`config.mk`:
```
export PLATFORM = sky130hd
export DESIGN_NAME = ntsc_chroma_quadrature_demod
export DESIGN_NICKNAME = d
export VERILOG_FILES = /design/src/sv/ncqd_pkg.sv /design/src/sv/ncqd_front.sv /design/src/sv/ncqd_queue.sv /design/src/sv/ncqd_back.sv /design/src/sv/ntsc_chroma_quadrature_demod.sv
export SDC_FILE = /design/constraint.sdc
export NUM_CORES = 2
export LEC_CHECK = 0
export ABC_AREA = 1
export ABC_CLOCK_PERIOD_IN_PS = 18700
export BUFFER_PORTS_ARGS = -buffer_cell sky130_fd_sc_hd__buf_2
export CORE_UTILIZATION = 40
export CTS_CLUSTER_DIAMETER = 150
export CTS_CLUSTER_SIZE = 30
export DETAILED_ROUTE_END_ITERATION = 12
export PLACE_DENSITY_LB_ADDON = 0.1
export SLEW_MARGIN = 10
export SYNTH_ARGS = -nofsm -noshare
export SYNTH_HDL_FRONTEND = slang
export SYNTH_SLANG_ARGS = --single-unit
```
`constraint.sdc`:
```
create_clock -name clk -period 18.7 [get_ports clk]
set_clock_uncertainty 0.05 [all_clocks]
set_input_delay 1.87 -clock clk [delete_from_list [all_inputs] [get_ports clk]]
set_output_delay 1.87 -clock clk [all_outputs]
set_load 0.03 [all_outputs]
```
`src/sv/ncqd_pkg.sv`:
```
// ncqd_pkg: shared types and constants of the ntsc chroma quadrature demodulator
// used by every module of the block; depends on nothing

package ncqd_pkg;

	// frame geometry limits, pixels outside them never demodulate
	localparam int unsigned MaxWidth = 1024;
	localparam int unsigned MaxLines = 1024;

	// field widths
	localparam int unsigned SampleW = 16;
	localparam int unsigned ColW = 10;
	localparam int unsigned LineW = 10;
	localparam int unsigned IdW = 3;
	localparam int unsigned ChromaW = 17;
	localparam int unsigned CoefW = 17;
	localparam int unsigned ProdW = ChromaW + CoefW;
	localparam int unsigned SumW = ProdW + 1;
	localparam int unsigned FracBits = 14;
	localparam int unsigned OutW = 20;
	localparam int unsigned InDataW = 64;
	localparam int unsigned OutDataW = 56;

	// config port
	localparam int unsigned CfgIdxW = 3;
	localparam int unsigned CfgDataW = 17;
	localparam logic [CfgIdxW-1:0] REG_ACTIVE_START = 3'd0;
	localparam logic [CfgIdxW-1:0] REG_ACTIVE_END = 3'd1;
	localparam logic [CfgIdxW-1:0] REG_FIRST_LINE = 3'd2;
	localparam logic [CfgIdxW-1:0] REG_LAST_LINE = 3'd3;
	localparam logic [CfgIdxW-1:0] REG_COEF_SIN = 3'd4;
	localparam logic [CfgIdxW-1:0] REG_COEF_COS = 3'd5;

	localparam logic signed [CoefW-1:0] CoefCosReset = 17'sd16384;

	// phase ids that count as positive line phase
	localparam logic [IdW-1:0] PHASE_ID_ONE = 3'd1;
	localparam logic [IdW-1:0] PHASE_ID_FOUR = 3'd4;

	// queue between front and back
	localparam int unsigned QueueDepth = 4;
	localparam int unsigned QueuePtrW = $clog2(QueueDepth);

	typedef struct packed {
		logic [9:0]  active_start;
		logic [10:0] active_end;
		logic [9:0]  first_line;
		logic [10:0] last_line;
		logic signed [CoefW-1:0] coef_sin;
		logic signed [CoefW-1:0] coef_cos;
	} ncqd_cfg_t;

	// one classified pixel: what the back end must do with it
	typedef struct packed {
		logic [SampleW-1:0]        luma;
		logic                      active;
		logic                      clear;   // start of span, zero both held values
		logic                      sel_i;   // write held i, else held q
		logic signed [ChromaW-1:0] value;   // signed chroma already steered
	} ncqd_item_t;

endpackage

```
`src/sv/ncqd_front.sv`:
```
// ncqd_front: accepts composite pixels, decides window, line phase and steering
// depends on ncqd_pkg

module ncqd_front (
	input  logic                          clk,
	input  logic                          arst_n,
	input  ncqd_pkg::ncqd_cfg_t           cfg,
	input  logic                          s_tvalid,
	output logic                          s_tready,
	input  logic [ncqd_pkg::InDataW-1:0]  s_tdata,
	output logic                          item_valid,
	input  logic                          item_ready,
	output ncqd_pkg::ncqd_item_t          item
);
	import ncqd_pkg::*;

	logic [SampleW-1:0] composite;
	logic [SampleW-1:0] luma;
	logic [ColW-1:0]    column;
	logic [LineW-1:0]   frame_line;
	logic [IdW-1:0]     id_even;
	logic [IdW-1:0]     id_odd;
	logic [IdW-1:0]     id_sel;
	logic               id_pos;
	logic               line_pos;
	logic               line_ok;
	logic               col_ok;
	logic               active;
	logic               negate;
	logic signed [ChromaW-1:0] chroma;
	logic signed [ChromaW-1:0] steered;
	ncqd_item_t         next_item;
	logic               vld_s1;
	ncqd_item_t         item_s1;

	assign composite  = s_tdata[15:0];
	assign luma       = s_tdata[31:16];
	assign column     = s_tdata[41:32];
	assign frame_line = s_tdata[51:42];
	assign id_even    = s_tdata[54:52];
	assign id_odd     = s_tdata[57:55];

	always_comb begin
		line_ok = (frame_line >= cfg.first_line)
			&& ({1'b0, frame_line} < cfg.last_line)
			&& (13'(frame_line) < 13'(MaxLines));
		col_ok = (column >= cfg.active_start)
			&& ({1'b0, column} < cfg.active_end)
			&& (13'(column) < 13'(MaxWidth));
		active = line_ok && col_ok;
	end

	// even frame lines belong to the first field; phase flips on odd field lines
	always_comb begin
		id_sel = frame_line[0] ? id_odd : id_even;
		id_pos = (id_sel == PHASE_ID_ONE) || (id_sel == PHASE_ID_FOUR);
		line_pos = frame_line[1] ? !id_pos : id_pos;
	end

	// column phases 1 and 2 invert the sign set by the line phase
	always_comb begin
		chroma = $signed({1'b0, composite}) - $signed({1'b0, luma});
		negate = line_pos ^ (column[0] ^ column[1]);
		steered = negate ? -chroma : chroma;
	end

	always_comb begin
		next_item.luma   = luma;
		next_item.active = active;
		next_item.clear  = active && (column == cfg.active_start);
		next_item.sel_i  = column[0];
		next_item.value  = steered;
	end

	assign s_tready = !vld_s1 || item_ready;

	always_ff @(posedge clk or negedge arst_n) begin
		if (!arst_n) begin
			vld_s1 <= 1'b0;
		end else if (s_tready) begin
			vld_s1 <= s_tvalid;
		end
	end

	always_ff @(posedge clk) begin
		if (s_tready && s_tvalid) begin
			item_s1 <= next_item;
		end
	end

	assign item_valid = vld_s1;
	assign item = item_s1;

endmodule

```
`src/sv/ncqd_queue.sv`:
```
// ncqd_queue: short first-in first-out queue of classified pixels
// depends on ncqd_pkg

module ncqd_queue (
	input  logic                 clk,
	input  logic                 arst_n,
	input  logic                 push_valid,
	output logic                 push_ready,
	input  ncqd_pkg::ncqd_item_t push_item,
	output logic                 pop_valid,
	input  logic                 pop_ready,
	output ncqd_pkg::ncqd_item_t pop_item
);
	import ncqd_pkg::*;

	ncqd_item_t           slot_q [QueueDepth];
	logic [QueuePtrW-1:0] wr_ptr_q;
	logic [QueuePtrW-1:0] rd_ptr_q;
	logic [QueuePtrW:0]   count_q;
	logic                 do_push;
	logic                 do_pop;

	assign push_ready = (count_q != (QueuePtrW+1)'(QueueDepth));
	assign pop_valid  = (count_q != '0);
	assign do_push    = push_valid && push_ready;
	assign do_pop     = pop_valid && pop_ready;
	assign pop_item   = slot_q[rd_ptr_q];

	always_ff @(posedge clk or negedge arst_n) begin
		if (!arst_n) begin
			wr_ptr_q <= '0;
			rd_ptr_q <= '0;
			count_q  <= '0;
		end else begin
			if (do_push) begin
				wr_ptr_q <= wr_ptr_q + 1'b1;
			end
			if (do_pop) begin
				rd_ptr_q <= rd_ptr_q + 1'b1;
			end
			unique case ({do_push, do_pop})
				2'b10:   count_q <= count_q + 1'b1;
				2'b01:   count_q <= count_q - 1'b1;
				default: count_q <= count_q;
			endcase
		end
	end

	always_ff @(posedge clk) begin
		if (do_push) begin
			slot_q[wr_ptr_q] <= push_item;
		end
	end

endmodule

```
`src/sv/ncqd_back.sv`:
```
// ncqd_back: held i/q registers, rotation into u/v, rounding and output register
// depends on ncqd_pkg

module ncqd_back (
	input  logic                          clk,
	input  logic                          arst_n,
	input  ncqd_pkg::ncqd_cfg_t           cfg,
	input  logic                          item_valid,
	output logic                          item_ready,
	input  ncqd_pkg::ncqd_item_t          item,
	output logic                          m_tvalid,
	input  logic                          m_tready,
	output logic [ncqd_pkg::OutDataW-1:0] m_tdata
);
	import ncqd_pkg::*;

	logic                       adv;
	logic                       take;
	logic signed [ChromaW-1:0]  held_i_q;
	logic signed [ChromaW-1:0]  held_q_q;
	logic signed [ChromaW-1:0]  next_i;
	logic signed [ChromaW-1:0]  next_q;

	logic                       vld_s2, vld_s3, vld_s4;
	logic                       act_s2, act_s3;
	logic [SampleW-1:0]         luma_s2, luma_s3, luma_s4;
	logic signed [ChromaW-1:0]  hi_s2, hq_s2;
	logic signed [ProdW-1:0]    p_si_s3, p_sq_s3, p_ci_s3, p_cq_s3;
	logic signed [OutW-1:0]     u_s4, v_s4;

	logic signed [SumW-1:0]     sum_u, sum_v;
	logic signed [OutW-1:0]     u_next, v_next;

	function automatic logic signed [OutW-1:0] round_sat(input logic signed [SumW-1:0] s);
		logic signed [SumW-1:0]          t;
		logic signed [SumW-FracBits-1:0] r;
		t = s + SumW'(1 << (FracBits - 1));
		r = t[SumW-1:FracBits];
		if (r[SumW-FracBits-1] != r[OutW-1]) begin
			round_sat = r[SumW-FracBits-1] ? {1'b1, {(OutW-1){1'b0}}} : {1'b0, {(OutW-1){1'b1}}};
		end else begin
			round_sat = r[OutW-1:0];
		end
	endfunction

	// whole back pipeline stalls together on the output register
	assign adv        = !m_tvalid || m_tready;
	assign item_ready = adv;
	assign take       = adv && item_valid;

	always_comb begin
		next_i = item.clear ? '0 : held_i_q;
		next_q = item.clear ? '0 : held_q_q;
		if (item.sel_i) begin
			next_i = item.value;
		end else begin
			next_q = item.value;
		end
	end

	always_ff @(posedge clk or negedge arst_n) begin
		if (!arst_n) begin
			held_i_q <= '0;
			held_q_q <= '0;
			vld_s2   <= 1'b0;
			vld_s3   <= 1'b0;
			vld_s4   <= 1'b0;
		end else if (adv) begin
			if (item_valid && item.active) begin
				held_i_q <= next_i;
				held_q_q <= next_q;
			end
			vld_s2 <= item_valid;
			vld_s3 <= vld_s2;
			vld_s4 <= vld_s3;
		end
	end

	always_ff @(posedge clk) begin
		if (take) begin
			act_s2  <= item.active;
			luma_s2 <= item.luma;
			hi_s2   <= next_i;
			hq_s2   <= next_q;
		end
	end

	always_ff @(posedge clk) begin
		if (adv) begin
			act_s3  <= act_s2;
			luma_s3 <= luma_s2;
			p_si_s3 <= cfg.coef_sin * hi_s2;
			p_sq_s3 <= cfg.coef_sin * hq_s2;
			p_ci_s3 <= cfg.coef_cos * hi_s2;
			p_cq_s3 <= cfg.coef_cos * hq_s2;
		end
	end

	always_comb begin
		sum_u  = SumW'(p_cq_s3) - SumW'(p_si_s3);
		sum_v  = SumW'(p_ci_s3) + SumW'(p_sq_s3);
		u_next = act_s3 ? round_sat(sum_u) : '0;
		v_next = act_s3 ? round_sat(sum_v) : '0;
	end

	always_ff @(posedge clk) begin
		if (adv) begin
			luma_s4 <= luma_s3;
			u_s4    <= u_next;
			v_s4    <= v_next;
		end
	end

	assign m_tvalid = vld_s4;
	assign m_tdata  = {v_s4, u_s4, luma_s4};

endmodule

```
`src/sv/ntsc_chroma_quadrature_demod.sv`:
```
// ntsc_chroma_quadrature_demod: top level of the 4fsc chroma demodulator
// holds the config registers; depends on ncqd_pkg, ncqd_front, ncqd_queue, ncqd_back

// One 4fsc composite pixel goes in per transaction and one result (pass-through
// luma, u and v) comes out per transaction, in order. The block sustains one pixel
// per clock when nothing stalls. A pixel goes from its input transaction into the
// classifier register, from there into the four-entry queue, out of the queue into
// the held i/q update, through the registered 17x17 multiplies, and through the
// round/saturate stage into the output register. Chroma is composite minus luma,
// sign-flipped by the ntsc line phase (field parity from frame line bit 0, field
// line parity from bit 1, phase id 1 or 4 counts positive) and steered by column
// mod 4 into the held i or q value, which both clear at the first column of the
// active span. u and v are the rotation by coef_sin/coef_cos in Q2.14, rounded half
// up and saturated to 20 bits, and read zero outside the window of columns
// [active_start, active_end) and frame lines [first_line, last_line). The front
// stalls only when the queue is full and the back stalls only on the output
// register, so a short downstream stall does not stop input at once. Config
// registers are written through cfg_we / cfg_index / cfg_data and must only be
// changed while no pixel is in flight.

module ntsc_chroma_quadrature_demod (
	input  logic                           clk,
	input  logic                           arst_n,
	// config write port
	input  logic                           cfg_we,
	input  logic [ncqd_pkg::CfgIdxW-1:0]   cfg_index,
	input  logic [ncqd_pkg::CfgDataW-1:0]  cfg_data,
	// pixel input
	input  logic                           s_tvalid,
	output logic                           s_tready,
	// composite[15:0], luma[31:16], column[41:32], frame_line[51:42],
	// first_phase_id[54:52], second_phase_id[57:55], zero fill [63:58]
	input  logic [ncqd_pkg::InDataW-1:0]   s_tdata,
	// result output
	output logic                           m_tvalid,
	input  logic                           m_tready,
	// luma_out[15:0], u_out[35:16], v_out[55:36]
	output logic [ncqd_pkg::OutDataW-1:0]  m_tdata
);
	import ncqd_pkg::*;

	ncqd_cfg_t  cfg_q;
	logic       fr_valid;
	logic       fr_ready;
	ncqd_item_t fr_item;
	logic       q_valid;
	logic       q_ready;
	ncqd_item_t q_item;

	// config registers, written one at a time; unknown indexes are ignored
	always_ff @(posedge clk or negedge arst_n) begin
		if (!arst_n) begin
			cfg_q.active_start <= '0;
			cfg_q.active_end   <= '0;
			cfg_q.first_line   <= '0;
			cfg_q.last_line    <= '0;
			cfg_q.coef_sin     <= '0;
			cfg_q.coef_cos     <= CoefCosReset;
		end else if (cfg_we) begin
			unique case (cfg_index)
				REG_ACTIVE_START: cfg_q.active_start <= cfg_data[9:0];
				REG_ACTIVE_END:   cfg_q.active_end   <= cfg_data[10:0];
				REG_FIRST_LINE:   cfg_q.first_line   <= cfg_data[9:0];
				REG_LAST_LINE:    cfg_q.last_line    <= cfg_data[10:0];
				REG_COEF_SIN:     cfg_q.coef_sin     <= $signed(cfg_data);
				REG_COEF_COS:     cfg_q.coef_cos     <= $signed(cfg_data);
				default:          cfg_q              <= cfg_q;
			endcase
		end
	end

	// front: window test, line phase, chroma sign and steering
	ncqd_front u_front (
		.clk        (clk),
		.arst_n     (arst_n),
		.cfg        (cfg_q),
		.s_tvalid   (s_tvalid),
		.s_tready   (s_tready),
		.s_tdata    (s_tdata),
		.item_valid (fr_valid),
		.item_ready (fr_ready),
		.item       (fr_item)
	);

	// decoupling queue between classifier and arithmetic
	ncqd_queue u_queue (
		.clk        (clk),
		.arst_n     (arst_n),
		.push_valid (fr_valid),
		.push_ready (fr_ready),
		.push_item  (fr_item),
		.pop_valid  (q_valid),
		.pop_ready  (q_ready),
		.pop_item   (q_item)
	);

	// back: held i/q, rotation, rounding, output register
	ncqd_back u_back (
		.clk        (clk),
		.arst_n     (arst_n),
		.cfg        (cfg_q),
		.item_valid (q_valid),
		.item_ready (q_ready),
		.item       (q_item),
		.m_tvalid   (m_tvalid),
		.m_tready   (m_tready),
		.m_tdata    (m_tdata)
	);

	// a stalled output register must freeze the back end, so nothing leaves the queue
	a_back_stall_holds_queue: assert property (@(posedge clk) disable iff (!arst_n)
		(m_tvalid && !m_tready) |-> !(q_valid && q_ready))
		else $error("queue popped while output register stalled");

	// input only backs up once the queue is full
	a_front_stall_needs_full_queue: assert property (@(posedge clk) disable iff (!arst_n)
		!s_tready |-> (fr_valid && !fr_ready))
		else $error("front stalled with room in the queue");

	// a write to the cosine coefficient lands in the next cycle
	a_coef_cos_write: assert property (@(posedge clk) disable iff (!arst_n)
		(cfg_we && (cfg_index == REG_COEF_COS)) |=> (cfg_q.coef_cos == $past($signed(cfg_data))))
		else $error("coef_cos write lost");

endmodule

```
Yosys cells after proc, flatten, opt, wreduce, memory -nomap -nowiden
Memory sizes are Yosys's and may differ from the RTL's.
Index checks and enable logic that the tools add are counted.
- register bits after elaboration: 417
- RAM bits: 144
- input bits: 89
- output and inout bits: 58
- memories: 1
- memories (name ; depth ; bits a word ; rd ports ; clocked after memory_dff ; wr ports ; RTL line ; RTL):
    u_queue.slot_q ; 4 ; 36 ; 1 ; 0 ; 1 ; ncqd_queue.sv:16 ; ncqd_item_t slot_q [QueueDepth];
- $add $sub $neg: 10
- multiply operators: 4
- order comparisons: 4
- equal/unequal tests: 13
- muxes and demuxes: 14
- bitwise gates (word level): 2
- reductions and logical operators: 24
- operators with widths (operator ; number):
    multiplier 17 x 17 -> 34 bit ; 4
    two-way mux 17 bit ; 5
    two-way mux 20 bit ; 4
    adder 35 x 15 -> 35 bit, second input constant ; 2
    adder 34 x 34 -> 35 bit ; 1
    subtractor 34 x 34 -> 35 bit ; 1
    less-than comparator 10 x 11 -> 1 bit ; 2
    greater-or-equal comparator 10 bit ; 2
    negation 17 bit ; 1
    subtractor 16 x 16 -> 17 bit ; 1
    AND reduction 2 bit ; 7
    equality test 10 bit ; 1
    equality test 3 bit, second input constant ; 3
    logical AND 1 bit ; 8
    equality test 3 x 1 -> 1 bit, second input constant ; 2
    equality test 3 x 2 -> 1 bit, second input constant ; 2
    case mux 3 bit (2 select lines) ; 1
    adder 2 x 1 -> 2 bit, second input constant ; 2
    adder 3 x 1 -> 3 bit, second input constant ; 1
    zero test 1 bit ; 3
    zero test 3 bit ; 1
    logical OR 1 bit ; 3
    two-way mux 1 bit ; 3
    two-way mux 3 bit ; 1
    8 further kinds ; 10

Depth between registers and ports, before layout
- word-level depth: 7
- depth in mapped cells: 29
- depth with buffers taken out: 27

Modules after synthesis
From an unflattened synthesis, not the netlist that was laid out.
- cells, all modules: 8475
- area, all modules: 73111.4 sq um
- modules (own cells, without submodules) (module ; times used ; cells each ; area each (sq um) ; seq. area each (sq um)):
    ncqd_back ; 1 ; 7120 ; 60003.8 ; 8733.4
    ncqd_queue ; 1 ; 479 ; 6232.2 ; 4499.3
    ncqd_front ; 1 ; 535 ; 3817.4 ; 1106.1
    ntsc_chroma_quadrature_demod ; 1 ; 341 ; 3057.9 ; 1903.1

Least setup slack after synthesis
No wires, ideal clock.
- path type: input to register
- from: in m_tready
- to: reg u_back.vld_s3
- setup time: 352 ps
- arrival time: 6204 ps
- data required time: 18298 ps
- slack: 12095 ps
- stages: 3
- cells stage by stage: nor2_1 inv_1 o21ai_0
- cells in the longest elaborated chain, start to end: 1
- RTL lines (what ; RTL line ; RTL):
    from (decl) ; ntsc_chroma_quadrature_demod.sv:36 ; input logic m_tready,
    logical OR 1 bit ; ncqd_back.sv:47 ; assign adv = !m_tvalid || m_tready;
    named net q_ready ; ntsc_chroma_quadrature_demod.sv:47 ; logic q_ready;
    to (signal assigned) ; ncqd_back.sv:74 ; vld_s3 <= vld_s2;
    to (decl) ; ncqd_back.sv:24 ; logic vld_s2, vld_s3, vld_s4;
The timed path passes the listed nets, and every way through them passes these cells.
A chain may end at the register's enable or synchronous reset.

Final worst setup path
- from: reg u_back.hq_s2[16]
- to: reg u_back.p_cq_s3[24], data pin
- cells in the longest elaborated chain, start to end: 1
- RTL lines (what ; RTL line ; RTL):
    from (decl) ; ncqd_back.sv:27 ; logic signed [ChromaW-1:0] hi_s2, hq_s2;
    from (signal assigned) ; ncqd_back.sv:84 ; hq_s2 <= next_q;
    multiplier 17 x 17 -> 34 bit ; ncqd_back.sv:95 ; p_cq_s3 <= cfg.coef_cos * hq_s2;
    to (signal assigned) ; ncqd_back.sv:95 ;
    to (decl) ; ncqd_back.sv:28 ; logic signed [ProdW-1:0] p_si_s3, p_sq_s3, p_ci_s3, p_cq_s3;
No other way between the ends.

==> results.txt <==
Post-Syn Area per Cell = 8.70 µm²
Synthesized Nets = 10100
Layout area overhead = 5.38%
Yosys warns = 0
Starting Density = 0.403
Root Driver = clkbuf_16
Maxcap violations = 0
Crit path DAT = 7.42 ns
Layout cells sized above 1 = 0.0396
CTS sink cnt = 561
Final ANT Viol Nets = 0
Skew-Pair Late Insertion Delay = 0.68 ns
Slowest stage delay, CP = 0.65 ns
Die Y = 427 µm
Synth Cell Area = 72100 µm²
Final Max Tran Viols = 0
Worst Path Required = 19.10 ns
Async SR Flop Fraction = 0.216
Synth area leader = fa_1
Final period util = 0.375
Die Area = 182000 µm²
Slew margin rel. = 0.255
Total CTS buffers = 25
Area contributors post-synth = fa_1 33%, edfxtp_1 18%, inv_1 12%, nand2_1 9.9%, ha_1 9.2%
Final setup violation count = 0
Post-route worst setup slack = 11.68 ns
Seq/Total Area, Yosys = 0.225
Most frequent cells after synthesis = 2224 x inv_1, 1895 x nand2_1, 1186 x fa_1
IO buf count = 140
FP Rows = 155
CP startpoint kind = flip-flop
DR pass1 iterations = 6
Setup CP Type = flip-flop to flip-flop
Initial antenna violation count = 5
Avg WL per Cell = 18.2 µm
Initial DRC Count = 3375
RSZ-0062 raised after global routing = false
Post-synth EDFFs = 440
CTS-repair resized insts = 0
Cts hold-fix bufs = 0
Drt drc = 0
Setup bufs post-CTS = 0
Multi-input logic area = 46300 µm²
Final Hold Viols = 0
Vias per cell = 4.86
RD Place Congestion = 0.890
Most common cell in the netlist = inv_1
Status = completed
Number of global-route vias before repair = 54400
Slowest CP cell = clkinv_1
Vias = 51400
Die width = 427 µm
CORE AREA = 179000 µm²
Setup TNS = 0 ns
Dpl cell area = 75200 µm²
Largest net degree at the start of global routing = 94
Flops & latches, synth = 561
Max Freq = 142 MHz
Sequential cell area = 16200 µm²
Cells after Synth = 8289
Nets = 10000
Worst path most repeated cell = fa_1
Worst Tran Pin Value = 1.11 ns
Hpwl dp = 149000 µm
Fin crit period = 7.02 ns
Hold slack = 0.381 ns
Crit path cell chain = clkinv_1, buf_4, nor2_1, fa_1, fa_1, fa_1, fa_1, fa_1, inv_1, fa_1, inv_1, ha_1, nand2_1, nor2_1, inv_1, o21ai_0, a21oi_1, o21ai_0, a21oi_1, xnor2_1
Number of diodes = 0
Htree depth = 1
First-pass GRT wire length = 310000 µm
Io pins = 147
Hold/Removal Path Class = flip-flop to flip-flop
Clock-pin slew of the registers on the worst-case setup and hold paths = 0.12 ns
DRT Wirelength = 192000 µm
Place WS = 11.75 ns
Most common flop cell mapped by yosys = edfxtp_1
Share of the synthesized area in the top cell type = 0.329
CTS tree = done
Congestion Overflow GR = 0
CP Capture Type = flip-flop
Yosys cell types = 60
CTS Buffer Depth = 3
Critical path peak fanout = 16
Finished Cell Area = 76000 µm²
Fill cell count = 18100
GRT Util Overall = 0.219
==> registers in the layout (all words and copies together), names as in the netlist, 2 cells and up <==
register          cells
u_back.hi_s2         17
u_back.held_i_q      17
cfg_q                76
u_back.u_s4          20
u_back.v_s4          20
u_back.p_si_s3       34
u_back.luma_s4       16
u_queue.wr_ptr_q      2
u_back.luma_s3       16
u_queue.slot_q      144
u_queue.rd_ptr_q      2
u_queue.count_q       3
u_back.hq_s2         17
u_back.luma_s2       16
u_back.p_cq_s3       34
u_back.p_sq_s3       34
u_back.p_ci_s3       34
u_back.held_q_q      17
u_front.item         36
==> area by class of cell <==
type                    instances  share of cell area
clock inverters                 7             0.00173
flip-flops and latches        561               0.214
repair buffers                222              0.0174
inverters                    2233               0.110
clock buffers                  39             0.00919
multi-input cells            5169               0.609
well taps                    2355              0.0388
==> metrics by stage <==
stage                     instances  utilization
after global routing          10600        0.425
after CTS                     10600        0.425
after global placement        10500        0.420
after detailed placement      10500        0.420
final                         10600        0.425
after floorplan                8289            -
==> layout by cell type (no fill, tap or decap), types with 74 or more instances in the layout <==
master / count
buf_4: 83
xnor2_1: 74
fa_1: 1186
a21oi_1: 258
buf_2: 139
ha_1: 530
nand3_1: 125
edfxtp_1: 440
xor2_1: 119
dfrtp_1: 118
nand2_1: 1895
o21ai_0: 314
inv_1: 2222
nor2_1: 342
==> final timing paths <==
kind / slack [ns] / start / cells past startpoint / to
min reg2reg: 0.38 / u_back.luma_s3[8] / 0 / u_back.luma_s4[8]
max in group asynchronous: 15.97 / arst_n / 2 / cfg_q[25]
min in group asynchronous: 1.24 / arst_n / 1 / cfg_q[52]
min: 0.38 / u_back.luma_s3[8] / 0 / u_back.luma_s4[8]
max reg2reg: 11.68 / u_back.hq_s2[16] / 20 / u_back.p_cq_s3[24]
max: 11.68 / u_back.hq_s2[16] / 20 / u_back.p_cq_s3[24]
==> worst max-delay path, delay by kind of cell (launching register included) <==
| family | cells | cell delay [ns] |
|---|---|---|
| adders and majority gates | 7 | 3.22 |
| and+or+nand+nor | 3 | 0.50 |
| DFF | 1 | 0.52 |
| AOI/OAI and AO/OA | 4 | 0.84 |
| buffers and inverters | 5 | 1.28 |
| xor gates and xnor gates | 1 | 0.36 |
==> cell families (layout without fill, tap and decap cells) <==
| logic type | count (synthesis) | in the layout | synth area share |
|---|---|---|---|
| compound gates | 767 | 767 | 0.0592 |
| xor+xnor | 194 | 194 | 0.0237 |
| buf+inv | 2559 | 2501 | 0.134 |
| flops | 561 | 561 | 0.225 |
| simple gates | 2492 | 2492 | 0.137 |
| fa+ha+maj | 1716 | 1716 | 0.421 |
==> metal layers <==
metal | vias to the layer above | global-route usage | wire [µm]
li1 | 24400 | - | -
met1 | 25700 | 0.322 | 91800
met2 | 1127 | 0.353 | 87500
met3 | 161 | 0.0201 | 9300
met4 | 8 | 0.0396 | 3700
met5 | - | 0 | 52
Power is not shown: default switching activity piles up to over one toggle a cycle in this logic, so the estimate is an artifact.
